`config.mk`:
```
export PLATFORM = sky130hd
export DESIGN_NAME = hms_ms_time_accumulator
export DESIGN_NICKNAME = d
export VERILOG_FILES = /design/src/rtl/hms_pkg.sv /design/src/rtl/hms_ms_time_accumulator.sv /design/src/rtl/hms_step.sv
export SDC_FILE = /design/constraint.sdc
export NUM_CORES = 1
export LEC_CHECK = 0
export ABC_AREA = 1
export BUFFER_PORTS_ARGS = -buffer_cell sky130_fd_sc_hd__clkbuf_2
export CORE_AREA = 2 2 126 128
export CTS_CLUSTER_DIAMETER = 30
export DETAILED_ROUTE_END_ITERATION = 10
export DIE_AREA = 0 0 128 130
export PLACE_DENSITY = 0.73
export SETUP_SLACK_MARGIN = 0.05
export SLEW_MARGIN = 10
export SYNTH_ARGS = -nofsm -noshare
export SYNTH_HDL_FRONTEND = slang
export SYNTH_SLANG_ARGS = --single-unit
export TNS_END_PERCENT = 5
```
`constraint.sdc`:
```
create_clock -name i_clk -period 10.1 [get_ports i_clk]
set_input_delay 3.03 -clock i_clk [delete_from_list [all_inputs] [get_ports i_clk]]
set_output_delay 3.03 -clock i_clk [all_outputs]
set_load 0.05 [all_outputs]
```
`src/rtl/hms_pkg.sv`:
```
// ----------------------------------------------------------------------------
// hms_pkg
// Shared types, radix constants and digit carry/borrow helpers for the
// hours:minutes:seconds.milliseconds accumulator.
// ----------------------------------------------------------------------------
package hms_pkg;

    localparam int unsigned HOURS_W   = 8;
    localparam int unsigned MINUTES_W = 6;
    localparam int unsigned SECONDS_W = 6;
    localparam int unsigned MILLIS_W  = 10;
    localparam int unsigned TIME_W    = HOURS_W + MINUTES_W + SECONDS_W + MILLIS_W;
    localparam int unsigned TDATA_W   = ((TIME_W + 7) / 8) * 8;

    // Working width of one digit step: wide enough for 999 + 1023 + 2.
    localparam int unsigned DIGIT_W   = 12;

    localparam logic [DIGIT_W-1:0] MS_RADIX = 12'd1000;
    localparam logic [DIGIT_W-1:0] SM_RADIX = 12'd60;

    localparam logic [MINUTES_W-1:0] SM_MAX = 6'd59;
    localparam logic [MILLIS_W-1:0]  MS_MAX = 10'd999;

    // Request kinds carried in tuser.
    localparam logic REQ_ADD = 1'b0;
    localparam logic REQ_SUB = 1'b1;

    // The first member sits in the highest bits, so hours land in bits 7:0.
    typedef struct packed {
        logic [MILLIS_W-1:0]  millis;
        logic [SECONDS_W-1:0] seconds;
        logic [MINUTES_W-1:0] minutes;
        logic [HOURS_W-1:0]   hours;
    } t_time;

    typedef struct packed {
        logic [DIGIT_W-1:0] digit;
        logic [1:0]         carry;
    } t_digit;

    // cur + d + cin, reduced by at most two radix units.
    function automatic t_digit add_digit(input logic [DIGIT_W-1:0] cur,
                                         input logic [DIGIT_W-1:0] d,
                                         input logic [1:0]         cin,
                                         input logic [DIGIT_W-1:0] radix);
        logic [DIGIT_W-1:0] s;
        logic [DIGIT_W:0]   two_r;
        t_digit             r;
        s     = cur + d + DIGIT_W'(cin);
        two_r = {radix, 1'b0};
        if ({1'b0, s} >= two_r) begin
            r.digit = s - two_r[DIGIT_W-1:0];
            r.carry = 2'd2;
        end else if (s >= radix) begin
            r.digit = s - radix;
            r.carry = 2'd1;
        end else begin
            r.digit = s;
            r.carry = 2'd0;
        end
        return r;
    endfunction

    // cur - d - bin, lifted by at most two radix units.
    function automatic t_digit sub_digit(input logic [DIGIT_W-1:0] cur,
                                         input logic [DIGIT_W-1:0] d,
                                         input logic [1:0]         bin,
                                         input logic [DIGIT_W-1:0] radix);
        logic [DIGIT_W-1:0]        need;
        logic signed [DIGIT_W:0]   diff;
        logic signed [DIGIT_W:0]   diff1;
        logic signed [DIGIT_W:0]   diff2;
        t_digit                    r;
        need  = d + DIGIT_W'(bin);
        diff  = $signed({1'b0, cur}) - $signed({1'b0, need});
        diff1 = diff + $signed({1'b0, radix});
        diff2 = diff1 + $signed({1'b0, radix});
        if (diff >= 0) begin
            r.digit = diff[DIGIT_W-1:0];
            r.carry = 2'd0;
        end else if (diff1 >= 0) begin
            r.digit = diff1[DIGIT_W-1:0];
            r.carry = 2'd1;
        end else begin
            r.digit = diff2[DIGIT_W-1:0];
            r.carry = 2'd2;
        end
        return r;
    endfunction

endpackage

```
`src/rtl/hms_ms_time_accumulator.sv`:
```
// ----------------------------------------------------------------------------
// hms_ms_time_accumulator
// Stopwatch time kept as hours:minutes:seconds.milliseconds, updated by
// add or subtract requests; every request returns the time after it.
// ----------------------------------------------------------------------------
// The block accepts one item per clock unless the output stalls and returns
// one result item for each, in order. An accepted item sits in the input
// register while the carry and borrow chain (milliseconds at 1000, seconds
// and minutes at 60, hours wrap modulo 256) settles, and the time and result
// registers take it once the result register is empty or draining. Throughput
// is one item per cycle unless the output stalls; the single combinational
// pass through the three digit stages sets the clock limit. A result waiting
// on a stalled output holds the stage behind it, and a new item is still taken
// as long as the input register is free or moving. Digits of the amount above
// their nominal range are honored, carrying or borrowing up to two units into
// the next digit. With run_enable cleared the time is frozen but every item
// still returns it. run_enable resets to 1 and must only be written while no
// items are in flight; the configuration channel is always ready.
// ----------------------------------------------------------------------------
module hms_ms_time_accumulator (
    input  logic                        i_clk,
    input  logic                        i_rst_n,

    input  logic                        s_axis_tvalid,
    output logic                        s_axis_tready,
    // tdata: delta_hours[7:0], delta_minutes[13:8], delta_seconds[19:14],
    //        delta_millis[29:20], zero fill [31:30]
    input  logic [hms_pkg::TDATA_W-1:0] s_axis_tdata,
    // tuser: req_type (0 add, 1 subtract)
    input  logic                        s_axis_tuser,

    output logic                        m_axis_tvalid,
    input  logic                        m_axis_tready,
    // tdata: cur_hours[7:0], cur_minutes[13:8], cur_seconds[19:14],
    //        cur_millis[29:20], zero fill [31:30]
    output logic [hms_pkg::TDATA_W-1:0] m_axis_tdata,

    input  logic                        i_cfg_valid,
    output logic                        o_cfg_ready,
    input  logic                        i_cfg_data
);

    // Input stage.
    logic           r_in_valid;
    hms_pkg::t_time r_in_delta;
    logic           r_in_sub;

    // Kept time, run control and result stage.
    hms_pkg::t_time r_time;
    logic           r_run_en;
    logic           r_out_valid;
    hms_pkg::t_time r_out_time;

    hms_pkg::t_time w_step;
    hms_pkg::t_time n_time;
    logic           w_adv;

    // The update stage moves whenever the result register is empty or being
    // drained this cycle.
    assign w_adv         = !r_out_valid || m_axis_tready;
    assign s_axis_tready = !r_in_valid || w_adv;
    assign o_cfg_ready   = 1'b1;

    assign m_axis_tvalid = r_out_valid;
    assign m_axis_tdata  = {{(hms_pkg::TDATA_W - hms_pkg::TIME_W){1'b0}}, r_out_time};

    hms_step u_step (
        .i_cur   (r_time),
        .i_delta (r_in_delta),
        .i_sub   (r_in_sub),
        .o_next  (w_step)
    );

    // A frozen clock still answers with the current time.
    assign n_time = r_run_en ? w_step : r_time;

    always_ff @(posedge i_clk) begin
        if (!i_rst_n) begin
            r_in_valid  <= 1'b0;
            r_out_valid <= 1'b0;
            r_run_en    <= 1'b1;
            r_time      <= '0;
        end else begin
            if (i_cfg_valid) begin
                r_run_en <= i_cfg_data;
            end

            if (s_axis_tready) begin
                r_in_valid <= s_axis_tvalid;
            end

            if (r_in_valid && w_adv) begin
                r_time      <= n_time;
                r_out_valid <= 1'b1;
            end else if (m_axis_tready) begin
                r_out_valid <= 1'b0;
            end
        end
    end

    // Payload registers carry no reset.
    always_ff @(posedge i_clk) begin
        if (s_axis_tready && s_axis_tvalid) begin
            r_in_delta <= s_axis_tdata[hms_pkg::TIME_W-1:0];
            r_in_sub   <= s_axis_tuser;
        end
        if (r_in_valid && w_adv) begin
            r_out_time <= n_time;
        end
    end

`ifndef ASSERT_OFF
    // The kept time is always normalized.
    a_time_normalized: assert property (@(posedge i_clk) disable iff (!i_rst_n)
        (r_time.minutes <= hms_pkg::SM_MAX) && (r_time.seconds <= hms_pkg::SM_MAX)
        && (r_time.millis <= hms_pkg::MS_MAX))
        else $error("kept time holds a digit out of range");

    // A frozen clock leaves the time untouched when it answers an item.
    a_frozen_stable: assert property (@(posedge i_clk) disable iff (!i_rst_n)
        (r_in_valid && w_adv && !r_run_en) |=> $stable(r_time))
        else $error("time changed while run is disabled");

    // Each result reports the time as left by its own item.
    a_result_matches: assert property (@(posedge i_clk) disable iff (!i_rst_n)
        (r_in_valid && w_adv) |=> (r_out_valid && (r_out_time == r_time)))
        else $error("result does not match the kept time");

    // A blocked input stage keeps its item.
    a_input_held: assert property (@(posedge i_clk) disable iff (!i_rst_n)
        (r_in_valid && !w_adv) |=> (r_in_valid && $stable(r_in_delta)
        && $stable(r_in_sub)))
        else $error("input item lost while the result stage was stalled");
`endif

endmodule

```
`src/rtl/hms_step.sv`:
```
// ----------------------------------------------------------------------------
// hms_step
// Combinational add/subtract of one time amount to the kept time, with
// carries and borrows rippling from milliseconds up to the hours.
// ----------------------------------------------------------------------------
module hms_step (
    input  hms_pkg::t_time i_cur,
    input  hms_pkg::t_time i_delta,
    input  logic           i_sub,
    output hms_pkg::t_time o_next
);

    hms_pkg::t_digit w_ms;
    hms_pkg::t_digit w_sec;
    hms_pkg::t_digit w_min;

    always_comb begin
        if (i_sub == hms_pkg::REQ_SUB) begin
            w_ms  = hms_pkg::sub_digit(hms_pkg::DIGIT_W'(i_cur.millis),
                                       hms_pkg::DIGIT_W'(i_delta.millis),
                                       2'd0, hms_pkg::MS_RADIX);
            w_sec = hms_pkg::sub_digit(hms_pkg::DIGIT_W'(i_cur.seconds),
                                       hms_pkg::DIGIT_W'(i_delta.seconds),
                                       w_ms.carry, hms_pkg::SM_RADIX);
            w_min = hms_pkg::sub_digit(hms_pkg::DIGIT_W'(i_cur.minutes),
                                       hms_pkg::DIGIT_W'(i_delta.minutes),
                                       w_sec.carry, hms_pkg::SM_RADIX);
            o_next.hours = i_cur.hours - i_delta.hours
                         - hms_pkg::HOURS_W'(w_min.carry);
        end else begin
            w_ms  = hms_pkg::add_digit(hms_pkg::DIGIT_W'(i_cur.millis),
                                       hms_pkg::DIGIT_W'(i_delta.millis),
                                       2'd0, hms_pkg::MS_RADIX);
            w_sec = hms_pkg::add_digit(hms_pkg::DIGIT_W'(i_cur.seconds),
                                       hms_pkg::DIGIT_W'(i_delta.seconds),
                                       w_ms.carry, hms_pkg::SM_RADIX);
            w_min = hms_pkg::add_digit(hms_pkg::DIGIT_W'(i_cur.minutes),
                                       hms_pkg::DIGIT_W'(i_delta.minutes),
                                       w_sec.carry, hms_pkg::SM_RADIX);
            o_next.hours = i_cur.hours + i_delta.hours
                         + hms_pkg::HOURS_W'(w_min.carry);
        end
        // Digits are below their radix here, so the narrowing is exact.
        o_next.millis  = w_ms.digit[hms_pkg::MILLIS_W-1:0];
        o_next.seconds = w_sec.digit[hms_pkg::SECONDS_W-1:0];
        o_next.minutes = w_min.digit[hms_pkg::MINUTES_W-1:0];
    end

endmodule

```
==> results of run 1 <==
## power by group
part | internal, uW | leakage, uW | switching (uW)
combinational | 273 | 0.00368 | 499
sequential | 456 | 0.000858 | 18.3
clock | 165 | 0.000128 | 148
total | 893 | 0.00467 | 665
## registers in the layout, indices dropped and copies added, names as in the netlist
register	flops
m_axis_tdata	30
r_in_delta	30
r_time	30
m_axis_tvalid	1
r_in_sub	1
r_in_valid	1
r_run_en	1
## cell usage in the layout (no fill, tap or decap), types with 5 or more instances in the layout
| master | Yosys | layout |
|---|---|---|
| sky130_fd_sc_hd__a211oi_1 | 9 | 9 |
| sky130_fd_sc_hd__a21oi_1 | 77 | 77 |
| sky130_fd_sc_hd__clkbuf_2 | 0 | 68 |
| sky130_fd_sc_hd__o21bai_1 | 8 | 8 |
| sky130_fd_sc_hd__inv_2 | 3 | 5 |
| sky130_fd_sc_hd__xor2_1 | 35 | 33 |
| sky130_fd_sc_hd__edfxtp_1 | 61 | 61 |
| sky130_fd_sc_hd__nand3_1 | 65 | 65 |
| sky130_fd_sc_hd__xnor2_1 | 9 | 9 |
| sky130_fd_sc_hd__o211ai_1 | 6 | 6 |
| sky130_fd_sc_hd__o21ai_1 | 4 | 6 |
| sky130_fd_sc_hd__nand2_2 | 9 | 9 |
| sky130_fd_sc_hd__ha_1 | 105 | 105 |
| sky130_fd_sc_hd__fa_1 | 17 | 17 |
| sky130_fd_sc_hd__nand4_1 | 9 | 9 |
| sky130_fd_sc_hd__clkbuf_16 | 0 | 9 |
| sky130_fd_sc_hd__nor2_1 | 72 | 72 |
| sky130_fd_sc_hd__dfxtp_1 | 33 | 33 |
| sky130_fd_sc_hd__nand2_1 | 220 | 220 |
| sky130_fd_sc_hd__buf_4 | 6 | 7 |
| sky130_fd_sc_hd__inv_1 | 195 | 193 |
| sky130_fd_sc_hd__o21ai_0 | 69 | 67 |
## synth_stat cells, types with 4 or more instances
cell / number / area share (%)
sky130_fd_sc_hd__o211ai_1: 6 / 0.55
sky130_fd_sc_hd__o21ai_1: 4 / 0.24
sky130_fd_sc_hd__nand2_1: 220 / 10
sky130_fd_sc_hd__o21ai_0: 69 / 4.2
sky130_fd_sc_hd__nor3_1: 4 / 0.24
sky130_fd_sc_hd__a21oi_2: 4 / 0.43
sky130_fd_sc_hd__a211oi_1: 9 / 0.82
sky130_fd_sc_hd__fa_1: 17 / 4.2
sky130_fd_sc_hd__nand3_1: 65 / 4.0
sky130_fd_sc_hd__dfxtp_1: 33 / 8.1
sky130_fd_sc_hd__ha_1: 105 / 16
sky130_fd_sc_hd__a21oi_1: 77 / 4.7
sky130_fd_sc_hd__nor2_1: 72 / 3.3
sky130_fd_sc_hd__nand2_2: 9 / 0.69
sky130_fd_sc_hd__xnor2_1: 9 / 0.96
sky130_fd_sc_hd__buf_4: 6 / 0.55
sky130_fd_sc_hd__buf_2: 5 / 0.31
sky130_fd_sc_hd__edfxtp_1: 61 / 22
sky130_fd_sc_hd__clkbuf_1: 15 / 0.69
sky130_fd_sc_hd__xor2_1: 35 / 3.7
sky130_fd_sc_hd__inv_1: 195 / 8.9
sky130_fd_sc_hd__nand4_1: 9 / 0.69
sky130_fd_sc_hd__o21bai_1: 8 / 0.73
## layer usage
layer / GRT usage [%] / part of all wire, %
met1: 28.4 / 46
met2: 39.6 / 49
met3: 3.36 / 3.2
met4: 8.21 / 2.2
met5: 0 / 0
## worst max-delay path: cells and delay by family, from the launching register on
family          cells  cell delay [ns]
xor+xnor            2             0.46
flops               1             0.41
buf+inv            12             0.98
fa+ha+maj          13             3.97
compound gates      7             1.28
simple gates       18             1.86
## worst max-delay path by stage
stage | startpoint | endpoint | slack (ns) | cells past startpoint
after detailed placement | r_in_delta[20] | m_axis_tdata[7] | 0.80 | 55
after global routing | r_in_delta[20] | m_axis_tdata[7] | 0.04 | 55
after CTS | r_in_delta[20] | m_axis_tdata[7] | 0.75 | 52
after floorplan | r_in_delta[20] | m_axis_tdata[7] | 1.75 | 47
final | r_in_delta[20] | m_axis_tdata[7] | 0.93 | 52
after global placement | r_in_delta[20] | m_axis_tdata[7] | 0.82 | 49
## cell families (layout without fill, tap and decap cells)
kind of cell,Yosys count,in the layout,synth area share [%]
adder cells (fa/ha/maj),122,122,20.2
AND/OR/NAND/NOR,397,397,20.7
AO/OA/AOI/OAI,188,188,12.7
flip-flops,94,94,30.4
other,2,3,0.0917
XOR/XNOR,44,44,4.70
buffers and inverters,231,293,11.2
## per-stage QoR
stage                     setup slack (ns)  util (%)
after floorplan                       1.75         -
after CTS                            0.750      57.9
after global routing                0.0419      58.1
after detailed placement             0.801      56.3
final                                0.932      58.1
after global placement               0.817      56.3
## layout make-up
class	count	share of cell area [%]
clock buffers	11	2.60
clock inverters	5	0.293
inverters	202	8.52
multi-input cells	754	53.7
flip-flops and latches	94	27.8
well taps	192	2.68
repair buffers	75	4.38
==> impl_results.rst, run 1 <==
.. list-table::
   :header-rows: 1

   * - Metric
     - Value
   * - Startpoint of the worst register-to-register path
     - r_in_delta[20]
   * - Post-Syn Instances
     - 1078
   * - Reported max-cap violation count
     - 0
   * - Post-route ant nets
     - 0
   * - DRT Pass-1 Iters
     - 6
   * - Root cell of the clock tree
     - sky130_fd_sc_hd__clkbuf_16
   * - Worst-skew pair later-pin latency
     - 0.36 ns
   * - Slowest Stage Delay on Critical Path
     - 0.50 ns
   * - Clock tree from TritonCTS
     - done
   * - Setup TNS Final
     - 0 ns
   * - Number of buffers inserted during clock tree synthesis
     - 9
   * - FMAX
     - 109 MHz
   * - Number of design-rule violations left by the first detailed-router iteration
     - 412
   * - I/O pin count
     - 74
   * - Unrepaired setup endpoints after global routing
     - no
   * - Number of flip-flops and latches in the synthesized netlist
     - 94
   * - Fillcell total
     - 1446
   * - EDFF count, synth
     - 61
   * - Maximum number of pins on one net before global-route repair
     - 43
   * - Via count of the first global-routing pass
     - 6498
   * - Post-DR vias/cell
     - 5.20
   * - Port bufs
     - 68
   * - Depth of the worst register-to-register path
     - 52
   * - Wire length of the first global-routing pass
     - 29900 um
   * - Final hold vios
     - 0
   * - Clock transition at path regs
     - 0.07 ns
   * - Non-Filler Instances
     - 1333
   * - Total length of routed wires
     - 17900 um
   * - Slew Limit Headroom
     - 39.5%
   * - Worst-margin pin slew
     - 0.907 ns
   * - Total power per unit cell area
     - 174 nW/um^2
   * - Initial standard-cell utilization of the core
     - 53.1%
   * - Kind of capture point of the worst setup path
     - register
   * - Total standard cell area after synthesis
     - 8190 um^2
   * - Average wire per standard cell
     - 13.4 um
   * - Via count
     - 6925
   * - Number of pins with negative max-slew slack in the final report
     - 0
   * - Final cell area excluding filler cells
     - 8960 um^2
   * - Launch point of the worst hold path
     - r_time[20]
   * - Final Hold Slack
     - 0.501 ns
   * - Total number of yosys warnings
     - 0
   * - Chip Width
     - 128 um
   * - Overall die height
     - 130 um
   * - Half-perimeter wire length after placement
     - 13300 um
   * - Async set or reset register ratio after synthesis
     - 0%
   * - Area growth, synth to finish
     - 9.38%
   * - Resize count post-CTS
     - 0
   * - # Post-CTS Setup Buffers
     - 0
   * - CTS max path bufs
     - 2
   * - Endpoint arrival time on the critical path
     - 9.28 ns
   * - Kind of launch point of the worst setup path
     - register
   * - Category of the critical setup timing path
     - reg -> reg
   * - Reg-to-reg critical path endpoint
     - m_axis_tdata[7]
   * - Status
     - completed
   * - Total Power Consumption
     - 1560 uW
   * - Synth unique cells
     - 45
   * - DIE AREA
     - 16600 um^2
   * - Fin Clk Skew
     - 0.0116 ns
   * - Final-stage net count
     - 1297
   * - Number of antenna violations at the first check in global routing
     - 0
   * - Maximum vdd ir drop
     - 98.8 uV
   * - Fraction of layout instances using a drive strength above 1
     - 11.1%
   * - Tcrit/Tclk final
     - 90.8%
   * - Antenna cell count
     - 0
   * - Final critical-path required period
     - 9.17 ns
   * - Cell area after placement
     - 8680 um^2
   * - Clock net sink count
     - 94
   * - Most common flop cell mapped by yosys
     - sky130_fd_sc_hd__edfxtp_1
   * - Worst hold stages
     - 2
   * - Sink of the worst hold path
     - r_time[20]
   * - Global route overflow
     - 0
   * - Tot GR Track Use
     - 22.5%
   * - Max Fanout on Critical Path
     - 10
   * - Standard-cell rows
     - 46
   * - Hold buffer count at CTS
     - 0
   * - # H-tree levels
     - 3
   * - Mean post-synth cell area
     - 7.60 um^2
   * - Leakage power summed over all cells
     - 0.00467 uW
   * - Required time at the endpoint of the critical path
     - 10.22 ns
   * - Sequential standard cell area
     - 2490 um^2
   * - Reg2Reg Setup Slack
     - 0.93 ns
   * - Final setup fails
     - 0
   * - # DRC
     - 0
   * - Multi-input gate area in the final layout
     - 4810 um^2
   * - Type of the tightest min-delay check
     - reg -> reg
   * - Sequential share of the synthesized area
     - 30.4%
   * - DP Cell Count
     - 1317
   * - Core Area
     - 15400 um^2
   * - Placer congestion estimate
     - 0.894
   * - Slowest cell on the critical path
     - sky130_fd_sc_hd__fa_1
   * - Critical path's most frequent cell
     - sky130_fd_sc_hd__inv_1
(Power assumes the default switching activity.)
==> run 2, diff against run 1 <==
--- a/config.mk
+++ b/config.mk
@@ -5,13 +5,13 @@
 export SDC_FILE = /design/constraint.sdc
 export NUM_CORES = 1
 export LEC_CHECK = 0
-export ABC_AREA = 1
+export ABC_AREA = 0
 export BUFFER_PORTS_ARGS = -buffer_cell sky130_fd_sc_hd__clkbuf_2
-export CORE_AREA = 2 2 126 128
+export CORE_AREA = 2 2 125 127
 export CTS_CLUSTER_DIAMETER = 30
 export DETAILED_ROUTE_END_ITERATION = 10
-export DIE_AREA = 0 0 128 130
-export PLACE_DENSITY = 0.73
+export DIE_AREA = 0 0 127 129
+export PLACE_DENSITY = 0.74
 export SETUP_SLACK_MARGIN = 0.05
 export SLEW_MARGIN = 10
 export SYNTH_ARGS = -nofsm -noshare
==> run 2 against run 1 <==
  * Sequential power rose by 3%
  * Die area fell by 1.5%
  * Combinational power increased by 26%
  * Non-clock buffer count up 31
  * Total power grew 14%
  * Hold slack worse by 0.015 ns
  * Largest cell class unchanged
  * Highest routed layer unchanged
  * Cell count down 8.8%
==> impl_results.rst, run 2 <==
.. list-table::
   :header-rows: 1

   * - Metric
     - Value
   * - Tot GR Track Use
     - 24.0%
   * - Tcrit/Tclk final
     - 93.9%
   * - Endpoint arrival time on the critical path
     - 9.76 ns
   * - Final hold vios
     - 0
   * - Antenna cell count
     - 0
   * - Total power per unit cell area
     - 192 nW/um^2
   * - Post-synth top cells
     - 117 x sky130_fd_sc_hd__inv_1, 105 x sky130_fd_sc_hd__ha_1, 79 x sky130_fd_sc_hd__nand2_1
   * - Slowest Stage Delay on Critical Path
     - 0.48 ns
   * - Number of buffers inserted during clock tree synthesis
     - 9
   * - Status
     - completed
   * - Post-DR vias/cell
     - 5.74
   * - Top cell type by total area after synthesis
     - sky130_fd_sc_hd__edfxtp_1
   * - Portion of synthesized cell area occupied by the leading cell type
     - 22.5%
   * - Share of power burned in registers
     - 27.5%
   * - Non-Filler Instances
     - 1216
   * - Kind of capture point of the worst setup path
     - register
   * - Via count
     - 6974
   * - Max Fanout on Critical Path
     - 4
   * - Slew Limit Headroom
     - 40.1%
   * - Sequential share of the synthesized area
     - 30.6%
   * - Switching Share
     - 42.3%
   * - Post-Route Utilization
     - 61.8%
   * - Part of the total power dissipated in combinational logic
     - 54.5%
   * - Port bufs
     - 68
   * - Number of design-rule violations left by the first detailed-router iteration
     - 587
   * - Chip Width
     - 127 um
   * - Clock Power Share
     - 18.0%
   * - Most common flop cell mapped by yosys
     - sky130_fd_sc_hd__edfxtp_1
   * - Root cell of the clock tree
     - sky130_fd_sc_hd__clkbuf_16
   * - Hold buffer count at CTS
     - 0
   * - Top cells by area, synth
     - sky130_fd_sc_hd__edfxtp_1 22%, sky130_fd_sc_hd__ha_1 16%, sky130_fd_sc_hd__dfxtp_1 8.1%
   * - Leading cell type in the layout, fill and taps excluded
     - sky130_fd_sc_hd__inv_1
   * - Total length of routed wires
     - 19600 um
   * - Clock tree from TritonCTS
     - done
   * - Worst hold stages
     - 2
   * - Number of flip-flops and latches in the synthesized netlist
     - 94
   * - Average wire per standard cell
     - 16.1 um
   * - Category of the critical setup timing path
     - reg -> reg
   * - Placer congestion estimate
     - 0.882
   * - Final setup fails
     - 0
   * - I/O pin count
     - 74
   * - Maximum vdd ir drop
     - 153 uV
   * - Async set or reset register ratio after synthesis
     - 0%
   * - Clock net sink count
     - 94
   * - Worst-margin pin slew
     - 0.898 ns
   * - Fin Clk Skew
     - 0.0135 ns
   * - # DRC
     - 0
   * - Half-perimeter wire length after placement
     - 14100 um
   * - CTS max path bufs
     - 2
   * - Unrepaired setup endpoints after global routing
     - yes
   * - Required time at the endpoint of the critical path
     - 10.37 ns
   * - Post-route ant nets
     - 0
   * - DIE AREA
     - 16400 um^2
   * - Commonest cells after routing, fill and taps aside
     - 116 x sky130_fd_sc_hd__inv_1, 101 x sky130_fd_sc_hd__ha_1, 79 x sky130_fd_sc_hd__nand2_1
   * - Standard-cell rows
     - 45
   * - Synth unique cells
     - 72
   * - Area growth, synth to finish
     - 13.6%
   * - Leakage power summed over all cells
     - 0.00418 uW
   * - Depth of the worst register-to-register path
     - 49
   * - Critical path's most frequent cell
     - sky130_fd_sc_hd__inv_1
   * - # H-tree levels
     - 3
   * - Final-stage net count
     - 1184
   * - Crit. path cell count
     - 49
   * - Initial standard-cell utilization of the core
     - 54.4%
   * - Fraction of layout instances using a drive strength above 1
     - 16.1%
   * - Number of pins with negative max-slew slack in the final report
     - 0
   * - Fillcell total
     - 1277
   * - Wire length of the first global-routing pass
     - 31200 um
   * - Core Area
     - 15000 um^2
   * - Switching power
     - 753 uW
   * - Via count of the first global-routing pass
     - 6411
   * - FMAX
     - 105 MHz
   * - Maximum number of pins on one net before global-route repair
     - 50
   * - Worst-skew pair later-pin latency
     - 0.36 ns
   * - Post-Syn Instances
     - 941
   * - Final Hold Slack
     - 0.486 ns
   * - DP Cell Count
     - 1191
   * - Total standard cell area after synthesis
     - 8150 um^2
   * - Worst Path Buf+Inv
     - 9
   * - Global route overflow
     - 0
   * - EDFF count, synth
     - 61
   * - Setup TNS Final
     - 0 ns
   * - Overall die height
     - 129 um
   * - DRT Pass-1 Iters
     - 5
   * - Delay-heaviest family, CP
     - adder cells
   * - Mean post-synth cell area
     - 8.66 um^2
   * - Total number of yosys warnings
     - 0
   * - Final critical-path required period
     - 9.49 ns
   * - Kind of launch point of the worst setup path
     - register
   * - Type of the tightest min-delay check
     - reg -> reg
   * - Slowest cell on the critical path
     - sky130_fd_sc_hd__fa_1
   * - Library cell with the highest instance count after synthesis
     - sky130_fd_sc_hd__inv_1
   * - Cell Int Power
     - 1030 uW
   * - Number of antenna violations at the first check in global routing
     - 0
   * - Clock transition at path regs
     - 0.07 ns
   * - Reported max-cap violation count
     - 0
## run 2: area by class of cell
cell class | count | area, um^2 | share of cell area [%]
flip-flops and latches | 94 | 2490 | 26.9
clock buffers | 11 | 233 | 2.51
multi-input cells | 693 | 5190 | 56.1
clock inverters | 5 | 35.0 | 0.378
repair buffers | 106 | 626 | 6.76
well taps | 188 | 235 | 2.54
inverters | 119 | 447 | 4.82
## run 2: cells by family (layout without fill, tap and decap cells)
family                   count (synthesis)  count (layout)  share of synthesized area, %
multiplexers                            20              20                          2.49
buffers and inverters                  155             241                          7.51
other                                    2               3                        0.0921
AND/OR/NAND/NOR                        268             268                          15.6
AO/OA/AOI/OAI                          236             236                          18.7
flip-flops                              94              94                          30.6
XOR/XNOR                                44              44                          4.73
adder cells (fa/ha/maj)                122             122                          20.3
## run 2: path summary, 6_finish.rpt
path	to	from	slack [ns]
max reg2reg	r_time[7]	r_in_delta[20]	0.61
max	r_time[7]	r_in_delta[20]	0.61
min reg2reg	r_time[20]	r_time[20]	0.49
min	r_time[20]	r_time[20]	0.49
## run 2: timing repair
action | in CTS | in global routing
setup endpoints to repair | 0 | 10
buffers inserted | 0 | 9
resized for setup | 0 | 37
## run 2: layer usage
| metal | part of all wire [%] | vias to the layer above | GRT usage, % |
|---|---|---|---|
| met5 | 0 | - | 0 |
| met1 | 45 | 3265 | 31.7 |
| met2 | 47 | 216 | 40.7 |
| met3 | 5.0 | 31 | 3.70 |
| met4 | 2.1 | 0 | 7.43 |
| li1 | - | 3462 | - |
## run 2: metrics by stage
stage	total power, uW	setup slack (ns)	instance area, um^2
2_1_floorplan	1210	0.326	8160
3_3_place_gp	1410	0.281	8780
4_1_cts	1760	0.133	9050
5_1_grt	1920	0.0122	9260
6_report	1780	0.611	9260
3_5_place_dp	1430	0.169	8780
## run 2: power groups by stage
stage | combinational (uW) | clock, uW | sequential (uW)
after floorplan | 664 | 0 | 550
after global placement | 910 | 0 | 496
after detailed placement | 936 | 0 | 497
after CTS | 943 | 326 | 490
after global routing | 1090 | 338 | 494
final | 970 | 320 | 490
## run 2: tightest hold or removal path: cells and delay by family (launching register included)
family,cells,cell delay [ns]
AO/OA/AOI/OAI,1,0.05
flip-flops,1,0.34
AND/OR/NAND/NOR,1,0.06
==> run 3, diff against run 2 <==
--- a/config.mk
+++ b/config.mk
@@ -7,13 +7,16 @@
 export LEC_CHECK = 0
 export ABC_AREA = 0
 export BUFFER_PORTS_ARGS = -buffer_cell sky130_fd_sc_hd__clkbuf_2
-export CORE_AREA = 2 2 125 127
+export CELL_PAD_IN_SITES_DETAIL_PLACEMENT = 0
+export CELL_PAD_IN_SITES_GLOBAL_PLACEMENT = 2
+export CORE_AREA = 2 2 150 152
 export CTS_CLUSTER_DIAMETER = 30
 export DETAILED_ROUTE_END_ITERATION = 10
-export DIE_AREA = 0 0 127 129
-export PLACE_DENSITY = 0.74
+export DIE_AREA = 0 0 152 154
+export MAX_ROUTING_LAYER = met4
+export PLACE_DENSITY_LB_ADDON = 0.1
 export SETUP_SLACK_MARGIN = 0.05
-export SLEW_MARGIN = 10
+export SLEW_MARGIN = 20
 export SYNTH_ARGS = -nofsm -noshare
 export SYNTH_HDL_FRONTEND = slang
 export SYNTH_SLANG_ARGS = --single-unit
==> run 3 against run 2 <==
  * Clock skew is 0.0055 ns lower
  * Fmax is 0.39% lower
  * Sequential share of layout area is 1.4 points lower
  * Via count is 1.1% lower
  * Register-to-register slack worse by 0.04 ns
  * Largest cell class unchanged
  * Utilization is 17 points lower
  * Worst setup slack worse by 0.038 ns
  * First-iteration DRC count is 46% lower
  * Clock power is 11% higher
  * Total power is 7.5% higher
==> impl_results.rst, run 3 (synthesis gave the netlist of run 2 again) <==
.. list-table::
   :header-rows: 1

   * - Metric
     - Value
   * - Antenna cell count
     - 0
   * - Clock net sink count
     - 94
   * - Global route overflow
     - 0
   * - Kind of launch point of the worst setup path
     - register
   * - Clock transition at path regs
     - 0.07 ns
   * - Root cell of the clock tree
     - sky130_fd_sc_hd__clkbuf_16
   * - # DRC
     - 0
   * - Required time at the endpoint of the critical path
     - 10.37 ns
   * - Final critical-path required period
     - 9.53 ns
   * - Number of antenna violations at the first check in global routing
     - 0
   * - DRT Pass-1 Iters
     - 5
   * - Total Power Consumption
     - 1910 uW
   * - Type of the tightest min-delay check
     - reg -> reg
   * - Kind of capture point of the worst setup path
     - register
   * - Reg-to-reg critical path endpoint
     - r_time[7]
   * - Placer congestion estimate
     - 0.810
   * - Clock tree from TritonCTS
     - done
   * - DIE AREA
     - 23400 um^2
   * - Number of design-rule violations left by the first detailed-router iteration
     - 318
   * - Standard-cell rows
     - 54
   * - Category of the critical setup timing path
     - reg -> reg
   * - Worst-skew pair later-pin latency
     - 0.36 ns
   * - Slowest Stage Delay on Critical Path
     - 0.49 ns
   * - Fillcell total
     - 2167
   * - Reg2Reg Setup Slack
     - 0.57 ns
   * - Reported max-cap violation count
     - 0
   * - Status
     - completed
   * - CTS max path bufs
     - 2
   * - Port bufs
     - 68
   * - Tcrit/Tclk final
     - 94.3%
   * - Area growth, synth to finish
     - 19.9%
   * - Worst-margin pin slew
     - 0.893 ns
   * - Worst Path Buf+Inv
     - 6
   * - Worst setup endpoint
     - r_time[7]
   * - Average wire per standard cell
     - 16.5 um
   * - Critical path's most frequent cell
     - sky130_fd_sc_hd__inv_1
   * - Core Area
     - 21700 um^2
   * - Total length of routed wires
     - 22200 um
   * - Leading cell type in the layout, fill and taps excluded
     - sky130_fd_sc_hd__inv_1
   * - Final-stage net count
     - 1222
   * - Slowest cell on the critical path
     - sky130_fd_sc_hd__fa_1
   * - Hold buffer count at CTS
     - 0
   * - Maximum number of pins on one net before global-route repair
     - 50
   * - FMAX
     - 105 MHz
   * - Crit. path cell count
     - 47
   * - Fin Clk Skew
     - 0.00799 ns
   * - Maximum vdd ir drop
     - 79.9 uV
   * - Number of pins with negative max-slew slack in the final report
     - 0
   * - Fraction of layout instances using a drive strength above 1
     - 21.0%
   * - Number of buffers inserted during clock tree synthesis
     - 9
   * - Endpoint arrival time on the critical path
     - 9.80 ns
   * - Half-perimeter wire length after placement
     - 16400 um
   * - I/O pin count
     - 74
   * - CP startpoint
     - r_in_delta[21]
   * - Wire length of the first global-routing pass
     - 35500 um
   * - Delay-heaviest family, CP
     - adder cells
   * - Via count of the first global-routing pass
     - 6658
   * - Slew Limit Headroom
     - 40.5%
   * - Via count
     - 6894
   * - Total power per unit cell area
     - 196 nW/um^2
   * - Initial standard-cell utilization of the core
     - 37.6%
   * - Post-DR vias/cell
     - 5.12
   * - Overall die height
     - 154 um
   * - Final setup fails
     - 0
   * - Post-route ant nets
     - 0
   * - Tot GR Track Use
     - 19.7%
   * - Depth of the worst register-to-register path
     - 47
   * - Setup TNS Final
     - 0 ns
   * - # H-tree levels
     - 3
   * - Leakage power summed over all cells
     - 0.00440 uW
   * - Final hold vios
     - 0
   * - Chip Width
     - 152 um
   * - Max Fanout on Critical Path
     - 4
   * - Startpoint of the worst register-to-register path
     - r_in_delta[21]
   * - Commonest cells after routing, fill and taps aside
     - 114 x sky130_fd_sc_hd__inv_1, 96 x sky130_fd_sc_hd__ha_1, 78 x sky130_fd_sc_hd__nand2_1
==> run 3: changes by cell type in the layout (fill, tap and decap cells not counted), moves of 3 or more <==
cell                    previous run  this run
sky130_fd_sc_hd__ha_2              4         8
sky130_fd_sc_hd__ha_1            101        96
sky130_fd_sc_hd__buf_4            38        76
sky130_fd_sc_hd__inv_2             0         3
==> run 3: tightest hold or removal path, delay by kind of cell, from the launching register on <==
kind / cells / cell delay [ns]
flip-flops: 1 / 0.33
AO/OA/AOI/OAI: 1 / 0.06
AND/OR/NAND/NOR: 1 / 0.06
==> run 3: area by class of cell <==
type / instances / area [um^2] / share of cell area (%)
clock inverters: 7 / 73.8 / 0.756
clock buffers: 9 / 225 / 2.31
well taps: 280 / 350 / 3.59
multi-input cells: 693 / 5270 / 54.0
flip-flops and latches: 94 / 2490 / 25.5
repair buffers: 144 / 911 / 9.32
inverters: 119 / 447 / 4.57
==> run 3: per-layer routing <==
layer / part of all wire [%] / GRT usage, % / vias to the layer above
li1: - / - / 3533
met1: 47 / 25.2 / 3268
met2: 49 / 33.3 / 79
met3: 2.7 / 3.24 / 14
met4: 1.2 / 3.69 / 0
met5: 0 / - / -
==> run 3: how the worst min path moves through the flow <==
stage | from | endpoint | slack (ns) | cells after the start
final | r_time[2] | r_time[2] | 0.49 | 2
after floorplan | r_time[2] | r_time[2] | 0.45 | 2
after global routing | r_time[3] | r_time[3] | 0.52 | 2
after global placement | r_time[3] | r_time[3] | 0.47 | 2
after CTS | r_time[3] | r_time[3] | 0.48 | 2
after detailed placement | r_time[3] | r_time[3] | 0.47 | 2
==> run 3: metrics by stage <==
| stage | util, % | std cells | setup slack [ns] | hold WS [ns] | area, um^2 |
|---|---|---|---|---|---|
| after floorplan | - | 942 | 0.326 | 0.453 | 8160 |
| after global placement | 42.4 | 1321 | 0.0815 | 0.468 | 9190 |
| after detailed placement | 42.4 | 1321 | 0.104 | 0.473 | 9190 |
| after CTS | 43.8 | 1337 | 0.0797 | 0.484 | 9500 |
| after global routing | 45.1 | 1346 | -0.0347 | 0.519 | 9770 |
| final | 45.1 | 1346 | 0.574 | 0.486 | 9770 |
==> run 3: power by group <==
group	switching (uW)	total, uW	internal (uW)
clock network	163	356	193
logic	609	1070	459
registers	24.1	488	464
total	796	1910	1120
==> run 3: repair_timing <==
action,4_1_cts,5_1_grt
resized for setup,2,59
pin swaps,0,26
setup buffers,0,9
setup endpoints to repair,2,8
